## config.mk

```make
export PLATFORM = sky130hd
export DESIGN_NAME = gamepad_input_conditioner
export DESIGN_NICKNAME = d
export VERILOG_FILES = /design/src/rtl/gic_pkg.sv /design/src/rtl/gic_div.sv /design/src/rtl/gamepad_input_conditioner.sv
export SDC_FILE = /design/constraint.sdc
export NUM_CORES = 2
export LEC_CHECK = 0
export BUFFER_PORTS_ARGS = -buffer_cell sky130_fd_sc_hd__buf_2
export CORE_UTILIZATION = 60
export CTS_CLUSTER_DIAMETER = 120
export DETAILED_ROUTE_END_ITERATION = 6
export PLACE_DENSITY = 0.74
export SYNTH_ARGS = -nofsm -noshare
export SYNTH_HDL_FRONTEND = slang
export SYNTH_SLANG_ARGS = --single-unit
```

## constraint.sdc

```tcl
create_clock -name i_clk -period 9.4 [get_ports i_clk]
set_input_delay 0.94 -clock i_clk [delete_from_list [all_inputs] [get_ports i_clk]]
set_output_delay 0.94 -clock i_clk [all_outputs]
set_load 0.005 [all_outputs]
```

## src/rtl/gic_pkg.sv

```systemverilog
`timescale 1ns / 1ps
// ----------------------------------------------------------------------------
// gic_pkg: shared types and constants of the gamepad input conditioner
// Transaction payloads, channel kind codes, register indexes and divider sizes.
// ----------------------------------------------------------------------------
package gic_pkg;

    // Channel kind codes, used for both input op and output kind
    localparam logic [1:0] OP_AXIS   = 2'd0;
    localparam logic [1:0] OP_BUTTON = 2'd1;
    localparam logic [1:0] OP_HAT    = 2'd2;
    localparam logic [1:0] OP_NONE   = 2'd3;

    // Configuration register indexes
    localparam int CFG_IDX_W = 3;
    localparam logic [CFG_IDX_W-1:0] REG_AXIS0        = 3'd0;
    localparam logic [CFG_IDX_W-1:0] REG_AXIS1        = 3'd1;
    localparam logic [CFG_IDX_W-1:0] REG_AXIS2        = 3'd2;
    localparam logic [CFG_IDX_W-1:0] REG_AXIS3        = 3'd3;
    localparam logic [CFG_IDX_W-1:0] REG_REPEAT_EN    = 3'd4;
    localparam logic [CFG_IDX_W-1:0] REG_REPEAT_DELAY = 3'd5;
    localparam logic [CFG_IDX_W-1:0] REG_CALIB        = 3'd6;

    localparam int CFG_DATA_W = 64;
    localparam logic [CFG_DATA_W-1:0] AXIS_SETUP_RST = 64'h0000_0000_7FFF_8000;

    // Scaled axis divider: 31-bit magnitude numerator, 16-bit divisor,
    // 15 quotient bits (larger quotients saturate before the divide)
    localparam int NUM_W  = 31;
    localparam int DEN_W  = 16;
    localparam int QUO_W  = 15;
    localparam int DCNT_W = $clog2(QUO_W + 1);

    typedef struct packed {
        logic [1:0]         op;
        logic [3:0]         channel;
        logic signed [15:0] reading;
        logic [31:0]        now_ms;
    } t_in_item;

    typedef struct packed {
        logic [1:0]         kind;
        logic [3:0]         which;
        logic signed [15:0] level;
    } t_out_item;

endpackage

```

## src/rtl/gic_div.sv

```systemverilog
`timescale 1ns / 1ps
// ----------------------------------------------------------------------------
// gic_div: iterative restoring divider for axis scaling
// One compare and subtract per cycle, one quotient bit per cycle, MSB first.
// ----------------------------------------------------------------------------
module gic_div (
    input  logic                      i_clk,
    input  logic                      i_rst_n,
    input  logic                      i_start,
    input  logic [gic_pkg::NUM_W-1:0] i_num,
    input  logic [gic_pkg::DEN_W-1:0] i_den,
    output logic                      o_done,
    output logic [gic_pkg::QUO_W-1:0] o_quo
);
    import gic_pkg::*;

    logic [NUM_W-1:0]  r_rem;
    logic [NUM_W-1:0]  r_dvs;
    logic [QUO_W-1:0]  r_quo;
    logic [DCNT_W-1:0] r_cnt;
    logic              r_done;
    logic              w_fit;

    assign w_fit = (r_rem >= r_dvs);

    // Control: step counter and done pulse
    always_ff @(posedge i_clk) begin
        if (!i_rst_n) begin
            r_cnt  <= '0;
            r_done <= 1'b0;
        end else if (i_start) begin
            r_cnt  <= DCNT_W'(QUO_W);
            r_done <= 1'b0;
        end else if (r_cnt != '0) begin
            r_cnt  <= r_cnt - 1'b1;
            r_done <= (r_cnt == DCNT_W'(1));
        end else begin
            r_done <= 1'b0;
        end
    end

    // Datapath: shift the divisor down, subtract where it fits
    always_ff @(posedge i_clk) begin
        if (i_start) begin
            r_rem <= i_num;
            r_dvs <= NUM_W'({i_den, (QUO_W - 1)'(0)});
            r_quo <= '0;
        end else if (r_cnt != '0) begin
            if (w_fit) begin
                r_rem <= r_rem - r_dvs;
            end
            r_dvs <= r_dvs >> 1;
            r_quo <= {r_quo[QUO_W-2:0], w_fit};
        end
    end

    assign o_done = r_done;
    assign o_quo  = r_quo;

endmodule

```

## src/rtl/gamepad_input_conditioner.sv

```systemverilog
`timescale 1ns / 1ps
// ----------------------------------------------------------------------------
// gamepad_input_conditioner: axis, button and hat conditioning
// Sequence: buttons, hats and calibrating axes go from accept through track
//   and emit to the output register; a scaled axis first passes centre, scale,
//   range check and a 15-step shared divider. Flat axes skip scale, check and
//   divide; saturating axes skip the divide. One transaction at a time: input
//   stall is high until the result is in the output register or the item gives
//   no report, and stays high while a report waits on a stalled output register.
// Reset: synchronous active low; clears all channel history, setup registers
//   to full range with no deadzone, auto-repeat off, not calibrating.
// ----------------------------------------------------------------------------
module gamepad_input_conditioner #(
    parameter int NUM_AXES    = 4,
    parameter int NUM_BUTTONS = 16,
    parameter int NUM_HATS    = 4
) (
    input  logic                           i_clk,
    input  logic                           i_rst_n,
    input  logic                           i_cfg_we,
    input  logic [gic_pkg::CFG_IDX_W-1:0]  i_cfg_addr,
    input  logic [gic_pkg::CFG_DATA_W-1:0] i_cfg_wdata,
    input  logic                           i_in_valid,
    output logic                           o_in_stall,
    input  gic_pkg::t_in_item              i_in_data,
    output logic                           o_out_valid,
    input  logic                           i_out_stall,
    output gic_pkg::t_out_item             o_out_data
);
    import gic_pkg::*;

    localparam int AIW = (NUM_AXES > 1)    ? $clog2(NUM_AXES)    : 1;
    localparam int BIW = (NUM_BUTTONS > 1) ? $clog2(NUM_BUTTONS) : 1;
    localparam int HIW = (NUM_HATS > 1)    ? $clog2(NUM_HATS)    : 1;
    localparam logic [4:0] AXES_LIM = 5'(NUM_AXES);
    localparam logic [4:0] BTNS_LIM = 5'(NUM_BUTTONS);
    localparam logic [4:0] HATS_LIM = 5'(NUM_HATS);

    // Sequencer states
    localparam logic [2:0] S_IDLE  = 3'd0;
    localparam logic [2:0] S_CTR   = 3'd1;
    localparam logic [2:0] S_SCALE = 3'd2;
    localparam logic [2:0] S_CHECK = 3'd3;
    localparam logic [2:0] S_DIV   = 3'd4;
    localparam logic [2:0] S_TRACK = 3'd5;
    localparam logic [2:0] S_EMIT  = 3'd6;

    // Configuration
    logic [CFG_DATA_W-1:0] r_setup [0:3];
    logic                  r_rep_en;
    logic [15:0]           r_delay;
    logic                  r_calib;

    // Channel history
    logic signed [15:0] r_axis_last  [0:NUM_AXES-1];
    logic [31:0]        r_axis_since [0:NUM_AXES-1];
    logic               r_btn_last   [0:NUM_BUTTONS-1];
    logic [31:0]        r_btn_since  [0:NUM_BUTTONS-1];
    logic [3:0]         r_hat_last   [0:NUM_HATS-1];
    logic [31:0]        r_hat_since  [0:NUM_HATS-1];

    // Sequencer and working registers
    logic [2:0]         r_state;
    logic [1:0]         r_kind;
    logic [3:0]         r_ch;
    logic signed [15:0] r_raw;
    logic [31:0]        r_now;
    logic signed [15:0] r_val;
    logic signed [15:0] r_ctr;
    logic [DEN_W-1:0]   r_den;
    logic [NUM_W-1:0]   r_num;
    logic               r_neg;
    logic               r_rep;
    logic signed [15:0] r_level;
    logic               r_out_valid;
    t_out_item          r_out;

    // Combinational terms
    logic                  w_accept;
    logic                  w_in_range;
    logic [CFG_DATA_W-1:0] w_setup;
    logic signed [16:0]    w_mn;
    logic signed [16:0]    w_mx;
    logic signed [16:0]    w_sum;
    logic signed [16:0]    w_half;
    logic signed [16:0]    w_span;
    logic [16:0]           w_cmag;
    logic [32:0]           w_scaled;
    logic                  w_ovf;
    logic                  w_div_start;
    logic                  w_div_done;
    logic [QUO_W-1:0]      w_quo;
    logic [15:0]           w_qext;
    logic [AIW-1:0]        w_aidx;
    logic [BIW-1:0]        w_bidx;
    logic [HIW-1:0]        w_hidx;
    logic signed [15:0]    w_last;
    logic [31:0]           w_since;
    logic [15:0]           w_dz;
    logic [15:0]           w_sens;
    logic [16:0]           w_vmag;
    logic signed [16:0]    w_diff;
    logic [16:0]           w_dmag;
    logic [31:0]           w_elapsed;
    logic                  w_rep;
    logic signed [15:0]    w_level;
    logic                  w_upd_last;
    logic                  w_upd_since;
    logic                  w_slot_free;

    assign w_accept    = i_in_valid && !o_in_stall;
    assign o_in_stall  = (r_state != S_IDLE);
    assign w_slot_free = !r_out_valid || !i_out_stall;

    // Check channel index against the count for its kind
    always_comb begin
        case (i_in_data.op)
            OP_AXIS:   w_in_range = ({1'b0, i_in_data.channel} < AXES_LIM);
            OP_BUTTON: w_in_range = ({1'b0, i_in_data.channel} < BTNS_LIM);
            OP_HAT:    w_in_range = ({1'b0, i_in_data.channel} < HATS_LIM);
            default:   w_in_range = 1'b0;
        endcase
    end

    // Configuration writes
    always_ff @(posedge i_clk) begin
        if (!i_rst_n) begin
            for (int i = 0; i < 4; i++) begin
                r_setup[i] <= AXIS_SETUP_RST;
            end
            r_rep_en <= 1'b0;
            r_delay  <= '0;
            r_calib  <= 1'b0;
        end else if (i_cfg_we) begin
            case (i_cfg_addr)
                REG_AXIS0:        r_setup[0] <= i_cfg_wdata;
                REG_AXIS1:        r_setup[1] <= i_cfg_wdata;
                REG_AXIS2:        r_setup[2] <= i_cfg_wdata;
                REG_AXIS3:        r_setup[3] <= i_cfg_wdata;
                REG_REPEAT_EN:    r_rep_en   <= i_cfg_wdata[0];
                REG_REPEAT_DELAY: r_delay    <= i_cfg_wdata[15:0];
                REG_CALIB:        r_calib    <= i_cfg_wdata[0];
                default: begin
                end
            endcase
        end
    end

    // Centre: c = (max + min) / 2 toward zero, span = max - min
    assign w_setup = r_setup[r_ch[1:0]];
    assign w_mn    = {w_setup[15], w_setup[15:0]};
    assign w_mx    = {w_setup[31], w_setup[31:16]};
    assign w_sum   = w_mx + w_mn;
    assign w_half  = (w_sum + {16'd0, w_sum[16]}) >>> 1;
    assign w_span  = w_mx - w_mn;

    // Scale: |r| * 65535 as a shift and subtract
    assign w_cmag   = r_ctr[15] ? (17'd0 - {r_ctr[15], r_ctr}) : {1'b0, r_ctr};
    assign w_scaled = {w_cmag, 16'd0} - {16'd0, w_cmag};

    // Quotient of 2^15 or more saturates
    assign w_ovf       = (r_num >= NUM_W'({r_den, 15'd0}));
    assign w_div_start = (r_state == S_CHECK) && !w_ovf;
    assign w_qext      = {1'b0, w_quo};

    gic_div u_div (
        .i_clk   (i_clk),
        .i_rst_n (i_rst_n),
        .i_start (w_div_start),
        .i_num   (r_num),
        .i_den   (r_den),
        .o_done  (w_div_done),
        .o_quo   (w_quo)
    );

    // Select history of the current channel
    assign w_aidx = r_ch[AIW-1:0];
    assign w_bidx = r_ch[BIW-1:0];
    assign w_hidx = r_ch[HIW-1:0];

    always_comb begin
        case (r_kind)
            OP_AXIS: begin
                w_last  = r_axis_last[w_aidx];
                w_since = r_axis_since[w_aidx];
                w_dz    = w_setup[47:32];
                w_sens  = w_setup[63:48];
            end
            OP_BUTTON: begin
                w_last  = {15'd0, r_btn_last[w_bidx]};
                w_since = r_btn_since[w_bidx];
                w_dz    = '0;
                w_sens  = '0;
            end
            OP_HAT: begin
                w_last  = {12'd0, r_hat_last[w_hidx]};
                w_since = r_hat_since[w_hidx];
                w_dz    = '0;
                w_sens  = '0;
            end
            default: begin
                w_last  = '0;
                w_since = '0;
                w_dz    = '0;
                w_sens  = '0;
            end
        endcase
    end

    // Deadzone, change and repeat decision
    assign w_vmag    = r_val[15] ? (17'd0 - {r_val[15], r_val}) : {1'b0, r_val};
    assign w_diff    = {w_last[15], w_last} - {r_val[15], r_val};
    assign w_dmag    = w_diff[16] ? (17'd0 - w_diff) : w_diff;
    assign w_elapsed = r_now - w_since;

    always_comb begin
        w_level     = r_val;
        w_upd_last  = 1'b0;
        w_upd_since = 1'b0;
        if (w_vmag < {1'b0, w_dz}) begin
            w_rep   = 1'b1;
            w_level = '0;
        end else if (r_val != w_last) begin
            w_upd_last  = 1'b1;
            w_upd_since = 1'b1;
            w_rep       = (w_dmag >= {1'b0, w_sens});
        end else if (r_rep_en && (r_val != '0)) begin
            w_rep = (w_elapsed >= {16'd0, r_delay});
        end else begin
            w_upd_since = 1'b1;
            w_rep       = 1'b0;
        end
    end

    // Sequencer
    always_ff @(posedge i_clk) begin
        if (!i_rst_n) begin
            r_state <= S_IDLE;
        end else begin
            case (r_state)
                S_IDLE: begin
                    if (w_accept && w_in_range) begin
                        if (i_in_data.op == OP_AXIS && !r_calib) begin
                            r_state <= S_CTR;
                        end else begin
                            r_state <= S_TRACK;
                        end
                    end
                end
                S_CTR: begin
                    if (w_span <= 17'sd0) begin
                        r_state <= S_TRACK;
                    end else begin
                        r_state <= S_SCALE;
                    end
                end
                S_SCALE: r_state <= S_CHECK;
                S_CHECK: begin
                    if (w_ovf) begin
                        r_state <= S_TRACK;
                    end else begin
                        r_state <= S_DIV;
                    end
                end
                S_DIV: begin
                    if (w_div_done) begin
                        r_state <= S_TRACK;
                    end
                end
                S_TRACK: r_state <= S_EMIT;
                S_EMIT: begin
                    if (!r_rep || w_slot_free) begin
                        r_state <= S_IDLE;
                    end
                end
                default: r_state <= S_IDLE;
            endcase
        end
    end

    // Working datapath
    always_ff @(posedge i_clk) begin
        case (r_state)
            S_IDLE: begin
                r_kind <= i_in_data.op;
                r_ch   <= i_in_data.channel;
                r_raw  <= i_in_data.reading;
                r_now  <= i_in_data.now_ms;
                case (i_in_data.op)
                    OP_BUTTON: r_val <= {15'd0, (i_in_data.reading != '0)};
                    OP_HAT:    r_val <= {12'd0, i_in_data.reading[3:0]};
                    default:   r_val <= i_in_data.reading;
                endcase
            end
            S_CTR: begin
                r_ctr <= r_raw - w_half[15:0];
                r_den <= w_span[15:0];
                r_val <= '0;
            end
            S_SCALE: begin
                r_num <= w_scaled[NUM_W-1:0];
                r_neg <= r_ctr[15];
            end
            S_CHECK: begin
                r_val <= r_neg ? 16'sh8000 : 16'sh7FFF;
            end
            S_DIV: begin
                r_val <= r_neg ? (16'd0 - w_qext) : w_qext;
            end
            S_TRACK: begin
                r_rep   <= w_rep;
                r_level <= w_level;
            end
            default: begin
            end
        endcase
    end

    // Channel history update
    always_ff @(posedge i_clk) begin
        if (!i_rst_n) begin
            for (int i = 0; i < NUM_AXES; i++) begin
                r_axis_last[i]  <= '0;
                r_axis_since[i] <= '0;
            end
            for (int i = 0; i < NUM_BUTTONS; i++) begin
                r_btn_last[i]  <= 1'b0;
                r_btn_since[i] <= '0;
            end
            for (int i = 0; i < NUM_HATS; i++) begin
                r_hat_last[i]  <= '0;
                r_hat_since[i] <= '0;
            end
        end else if (r_state == S_TRACK) begin
            case (r_kind)
                OP_AXIS: begin
                    if (w_upd_last)  r_axis_last[w_aidx]  <= r_val;
                    if (w_upd_since) r_axis_since[w_aidx] <= r_now;
                end
                OP_BUTTON: begin
                    if (w_upd_last)  r_btn_last[w_bidx]  <= r_val[0];
                    if (w_upd_since) r_btn_since[w_bidx] <= r_now;
                end
                OP_HAT: begin
                    if (w_upd_last)  r_hat_last[w_hidx]  <= r_val[3:0];
                    if (w_upd_since) r_hat_since[w_hidx] <= r_now;
                end
                default: begin
                end
            endcase
        end
    end

    // Output register: load a report, drop it once taken
    always_ff @(posedge i_clk) begin
        if (!i_rst_n) begin
            r_out_valid <= 1'b0;
        end else if (r_state == S_EMIT && r_rep && w_slot_free) begin
            r_out_valid <= 1'b1;
        end else if (!i_out_stall) begin
            r_out_valid <= 1'b0;
        end
    end

    always_ff @(posedge i_clk) begin
        if (r_state == S_EMIT && r_rep && w_slot_free) begin
            r_out.kind  <= r_kind;
            r_out.which <= r_ch;
            r_out.level <= r_level;
        end
    end

    assign o_out_valid = r_out_valid;
    assign o_out_data  = r_out;

    // Divider finishes only while the sequencer waits for it
    a_div_done_in_div: assert property (@(posedge i_clk) disable iff (!i_rst_n)
        w_div_done |-> (r_state == S_DIV))
        else $error("divider done outside divide state");

    // A new transaction appears only out of the emit state
    a_out_from_emit: assert property (@(posedge i_clk) disable iff (!i_rst_n)
        (o_out_valid && !$past(o_out_valid)) |-> ($past(r_state) == S_EMIT))
        else $error("output loaded outside emit state");

    // Unknown kinds are dropped without leaving idle
    a_drop_unknown: assert property (@(posedge i_clk) disable iff (!i_rst_n)
        (w_accept && i_in_data.op == OP_NONE) |=> (r_state == S_IDLE))
        else $error("unknown channel kind was not dropped");

    // Button values are 0 or 1 when tracked
    a_button_bit: assert property (@(posedge i_clk) disable iff (!i_rst_n)
        (r_state == S_TRACK && r_kind == OP_BUTTON) |-> (r_val[15:1] == '0))
        else $error("button value wider than one bit");

endmodule
```

Yosys cells after proc, flatten, opt, wreduce, memory -nomap -nowiden
Memories as Yosys holds them, arrays and structs flattened. A register that Yosys moved wholly into a read port is not among the register bits.
Cells that the tools add are included.
{ "word_totals": {"ff_bits": 276, "memories": 7, "ram_bits": 1120, "word_cells": 226, "out_inout_bits": 24, "input_bits": 126} }
{ "classes": {"n_bitwise": 6, "eq_ne": 22, "reduce_logical": 39, "n_addsub": 13, "muxes": 107, "order_cmp": 7} }
{ "memory_table": {"columns": ["name", "depth", "width", "rd", "rd_ports_with_merged_regs", "wr", "line", "rtl"], "rows": [
  ["r_btn_since", 16, 32, 1, 1, 16, "gamepad_input_conditioner.sv:58", "logic [31:0] r_btn_since [0:NUM_BUTTONS-1];"],
  ["r_setup", 4, 64, 1, 1, 4, "gamepad_input_conditioner.sv:49", "logic [CFG_DATA_W-1:0] r_setup [0:3];"],
  ["r_axis_since", 4, 32, 1, 1, 4, "gamepad_input_conditioner.sv:56", "logic [31:0] r_axis_since [0:NUM_AXES-1];"],
  ["r_hat_since", 4, 32, 1, 1, 4, "gamepad_input_conditioner.sv:60", "logic [31:0] r_hat_since [0:NUM_HATS-1];"],
  ["r_axis_last", 4, 16, 1, 1, 4, "gamepad_input_conditioner.sv:55", "logic signed [15:0] r_axis_last [0:NUM_AXES-1];"],
  ["r_btn_last", 16, 1, 1, 1, 16, "gamepad_input_conditioner.sv:57", "logic r_btn_last [0:NUM_BUTTONS-1];"],
  ["+1 memories", null, null, null, null, null, null, null]
]} }
{ "op_table": {"columns": ["operator", "count"], "rows": [
  ["two-way mux 64 bit", 4],
  ["two-way mux 32 bit", 3],
  ["case mux 32 bit (3 select lines)", 1],
  ["OR reduction 32 bit", 3],
  ["two-way mux 31 bit", 3],
  ["two-way mux 16 bit", 5],
  ["case mux 16 bit (4 select lines)", 1],
  ["two-way mux 1 bit", 60],
  ["two-way mux 30 bit", 2],
  ["two-way mux 17 bit", 3],
  ["case mux 16 bit (3 select lines)", 1],
  ["subtractor 1 x 16 -> 17 bit (first input constant)", 2],
  ["subtractor 16 x 16 -> 17 bit", 2],
  ["greater-or-equal comparator 32 x 16 -> 1 bit", 1],
  ["case mux 16 bit (2 select lines)", 1],
  ["nonzero test 16 bit", 2],
  ["subtractor 32 bit", 1],
  ["greater-or-equal comparator 31 x 30 -> 1 bit", 1],
  ["greater-or-equal comparator 31 bit", 1],
  ["subtractor 31 x 17 -> 31 bit", 1],
  ["subtractor 31 x 30 -> 31 bit", 1],
  ["two-way mux 4 bit", 7],
  ["case mux 3 bit (7 select lines)", 1],
  ["== test 3 bit (second input constant)", 6],
  ["38 further kinds", 81]
]} }

Logic depth before layout (Yosys ltp)
{ "logic_depth": {"ltp_word": 12, "ltp_mapped": 34} }

Cells and area by module
From an unflattened synthesis, not the netlist that was laid out.
{ "unflattened": {"hier_cells": 5369, "hier_area_um2": 70660.3} }
{ "modules_own_cells": {"columns": ["mod", "area_per_inst_um2", "instances", "seq_area_each_um2", "cells_per_inst"], "rows": [
  ["gamepad_input_conditioner", 65182.5, 1, 39187.6, 4727],
  ["gic_div", 5477.8, 1, 2092.0, 642]
]} }

Worst setup path before layout
Ideal clock, no wire load.
{ "synth_path": {"path_type": "register to register", "startpoint": "register with a tool-made name", "endpoint": "register r_ctr[15] (data pin)", "arrival_ps": 7465, "setup_time_ps": 268, "stages_incl_launch_ff": 30, "slack_ps": 1667, "path_buffers": 6, "t_required_ps": 9132, "path_cell_list": "dfxtp_1 buf_2 buf_2 buf_2 clkbuf_1 buf_2 buf_2 mux4_2 ha_1 fa_1 nor2b_1 o311ai_1 a211oi_1 a211o_1 a311oi_1 o21a_1 a21oi_1 or3_1 or3_1 xnor2_1 ha_1 nor3_1 a211o_1 o21ai_1 o41a_1 a21o_1 a21o_1 a21o_1 a21oi_1 xnor3_1"} }
{ "synth_lines": {"columns": ["item", "line", "rtl"], "rows": [
  ["end signal, assigned", "gamepad_input_conditioner.sv:296", "r_ctr <= r_raw - w_half[15:0];"],
  ["end, declared", "gamepad_input_conditioner.sv:69", "logic signed [15:0] r_ctr;"]
]} }

==> results.toml <==
[run_status]
status = "completed"

[drt]
ant_nets = 0
drt_pass1_iterations = 6
drc_errors = 0
wl_per_cell_um = 26.9
wl_um = 185000
vias = 44300
viasPerCell = 6.44
drt_iter0_drc = 5280

[power_and_ir_drop]
ir_drop_mv = 0.316
p_leak_nw = 28.6
p_seq_share_pct = 31.6
powerDensity_nw_per_um2 = 358
p_total_mw = 27.5
p_comb_share_pct = 47.4
p_sw_share_pct = 39.9
power.internal_mw = 16.5
clkPwrFrac_pct = 20.9
p_switching_mw = 11.0

[placement]
placed_area_um2 = 72200
gp_congestion = 0.910
dp_hpwl_um = 113000
port_buffers = 149
dp_cells = 6612

[synth]
syn_inst = 5215
netlist_area_um2 = 69700
synth_common_cells = "edfxtp_1, and2_1, mux4_2, clkbuf_1, nand2_1"
yosys_warnings = 0
synth_nets = 5546
synth_ff_type = "edfxtp_1"
synth.most_common_cell = "edfxtp_1"
ys_async_sr_fraction_pct = 0
synthDominantCellAreaShare_pct = 57.0
yosys_register_bits = 1400
synth_top_area_cell = "edfxtp_1"
seq_area_frac_synth_pct = 59.2
syn_avg_cell_area_um2 = 13.4
yosys-top-cells-area = "edfxtp_1, mux4_2, and2_1"
synth_cell_types = 82
synth_edf_count = 1324

[cts]
cts_tree = "built"
ctsHoldBuffers = 0
htreeDepth = 4
clk_pin_slew_ns = 0.06
clock_sinks = 1400
cts_buffers = 146
clock_path_buffers = 3
clockRootBuffer = "clkbuf_16"
post_cts_buffers = 0
clock_latency_ns = 0.79
ctsResizeCount = 0

[worst_setup_path]
slowest_stage = "dfxtp_4"
critPathArrivalTime_ns = 7.91
critPathMaxStageDelay_ns = 0.97
crit_chain = "mux4_2 > ha_1 > fa_1 > nor2b_1 > o311ai_1 > a211oi_1 > a211o_1 > a311oi_1 > o21a_1 > a21oi_1 > or3_1 > or3_1 > xnor2_1 > ha_1 > nor3_1 > a211o_1 > o21ai_1 > o41a_1 > a21o_1 > a21o_1 > a21o_1 > a21oi_1 > xnor3_1"
crit_type = "register to register"
critical_path.most_common_cell = "a21o_1"
critPathRequiredTime_ns = 9.91
startpoint_type = "register"
crit_fanout = 43
cp-end-kind = "register"

[die]
start_util_pct = 60.7
fp.dieArea_um2 = 118000
rows = 124
ios = 150
die_x_um = 343
die_h_um = 343
core_um2 = 115000

[layout]
nFillCells = 7977
areaGrowthSynthToFinish_pct = 10.4
multi_input_area_um2 = 26700
final_area_um2 = 77000
final_cells = 6887
drive_gt1_share_pct = 16.6
fin_nets = 5579
seqCellArea_um2 = 41300

[grt]
grt_start_max_net_pins = 125
grt_usage_pct = 31.6
grt_pass1_vias = 43200
antenna_found_initial = 14
overflow = 0
grt_first_pass_wirelength_um = 274000

[run]
drv_cap = 0

[timing]
setup_tns_ns = 0
rsz0062_at_grt = "no"
drv_slew = 0
slew_headroom_pct = 14.9
setup_violations = 0
worst_pin_slew_ns = 1.28
fin_skew_ns = 0.0379
timing_hold_violations_final = 0
period_share_pct = 78.7
max_freq_ghz = 0.135
fin_crit_ns = 7.40

[min_path]
hp-class = "input port to register"
==> power groups by stage <==
stage | clock [mW] | sequential, mW | combinational [mW]
floorplan | 0 | 8.39 | 9.59
global placement | 0 | 8.79 | 12.8
detailed placement | 0 | 8.81 | 12.9
CTS | 5.80 | 8.70 | 13.0
global route | 6.01 | 8.79 | 14.2
finish | 5.76 | 8.71 | 13.1
==> routing by layer <==
metal	share of wire, %	vias up	GRT usage, %
met2	48	2286	51.1
met4	3.4	2	11.4
li1	-	19400	-
met3	9.7	342	5.59
met5	0.0092	-	0
met1	39	22300	43.4
==> flip-flops by register name, indices dropped and copies added (netlist names), 22 cells and up, named ones only <==
name and count:
r_btn_since 512, r_axis_since 128, u_div.r_dvs 30, r_hat_since 128, r_now 32, r_setup 256
o_out_data 22, r_num 31, u_div.r_rem 31, r_axis_last 64
==> area by class of cell <==
type                    count  share of cell area (%)
inverters                 159                   0.777
diodes                      7                  0.0228
repair buffers            269                    2.21
clock inverters            84                    1.06
well taps                1512                    2.46
clock buffers             184                    5.12
multi-input cells        3272                    34.7
flip-flops and latches   1400                    53.6
==> metrics by stage <==
step	utilization, %	setup slack (ns)	hold slack (ns)
final	67.0	2.00	0.329
after global routing	67.0	1.49	0.318
after CTS	67.0	2.01	0.300
after detailed placement	62.9	2.04	0.405
after global placement	62.9	2.09	0.400
after floorplan	-	1.67	0.400
==> kinds of logic (layout without fill, tap and decap cells) <==
kind of cell	after synthesis	count (layout)	synth area share (%)
adder cells (fa/ha/maj)	205	205	3.74
multiplexers	368	368	10.9
AND/OR/NAND/NOR	1898	1898	15.3
other	1	8	0.00538
AO/OA/AOI/OAI	608	608	5.36
XOR/XNOR	192	192	2.43
buffers and inverters	543	696	3.07
flip-flops	1400	1400	59.2
==> worst max-delay path: cells and delay by family, from the launching register on <==
family	cells	cell delay, ns
muxes	1	0.64
AOI/OAI and AO/OA	13	2.80
xor gates and xnor gates	2	0.38
adders and majority gates	3	1.07
DFF	1	0.97
and+or+nand+nor	4	1.21
==> path summary, 6_finish.rpt <==
check / from / end / slack (ns) / cells past startpoint
worst max register to register: register / r_ctr[15] / 2.00 / 23
worst min-delay path: i_in_data[6] / r_now[6] / 0.33 / 1
worst min register to register: r_level[11] / o_out_data[11] / 0.42 / 0
worst max-delay path: register / r_ctr[15] / 2.00 / 23
==> cells in the final DEF, fill, tap and decap left out, types with 30 or more instances in the layout <==
cell type,synthesis,layout
xor2_1,77,77
ha_1,199,199
o21ai_0,151,126
mux2i_1,47,47
nand3_1,53,52
mux4_2,312,312
nand2_1,270,268
dfxtp_1,76,72
clkbuf_16,0,149
a21oi_1,205,204
nor2b_1,36,32
buf_2,60,148
edfxtp_1,1324,1324
clkinv_1,0,30
inv_1,156,155
or3_1,73,73
xnor2_1,114,114
and3_1,196,196
nor3_1,75,73
a21o_1,35,35
nand2b_1,51,47
o31ai_1,35,34
nor2_1,198,185
nor4_1,76,76
buf_4,7,117
and2_1,790,790
No activity file was read; power rests on OpenSTA's default activity.
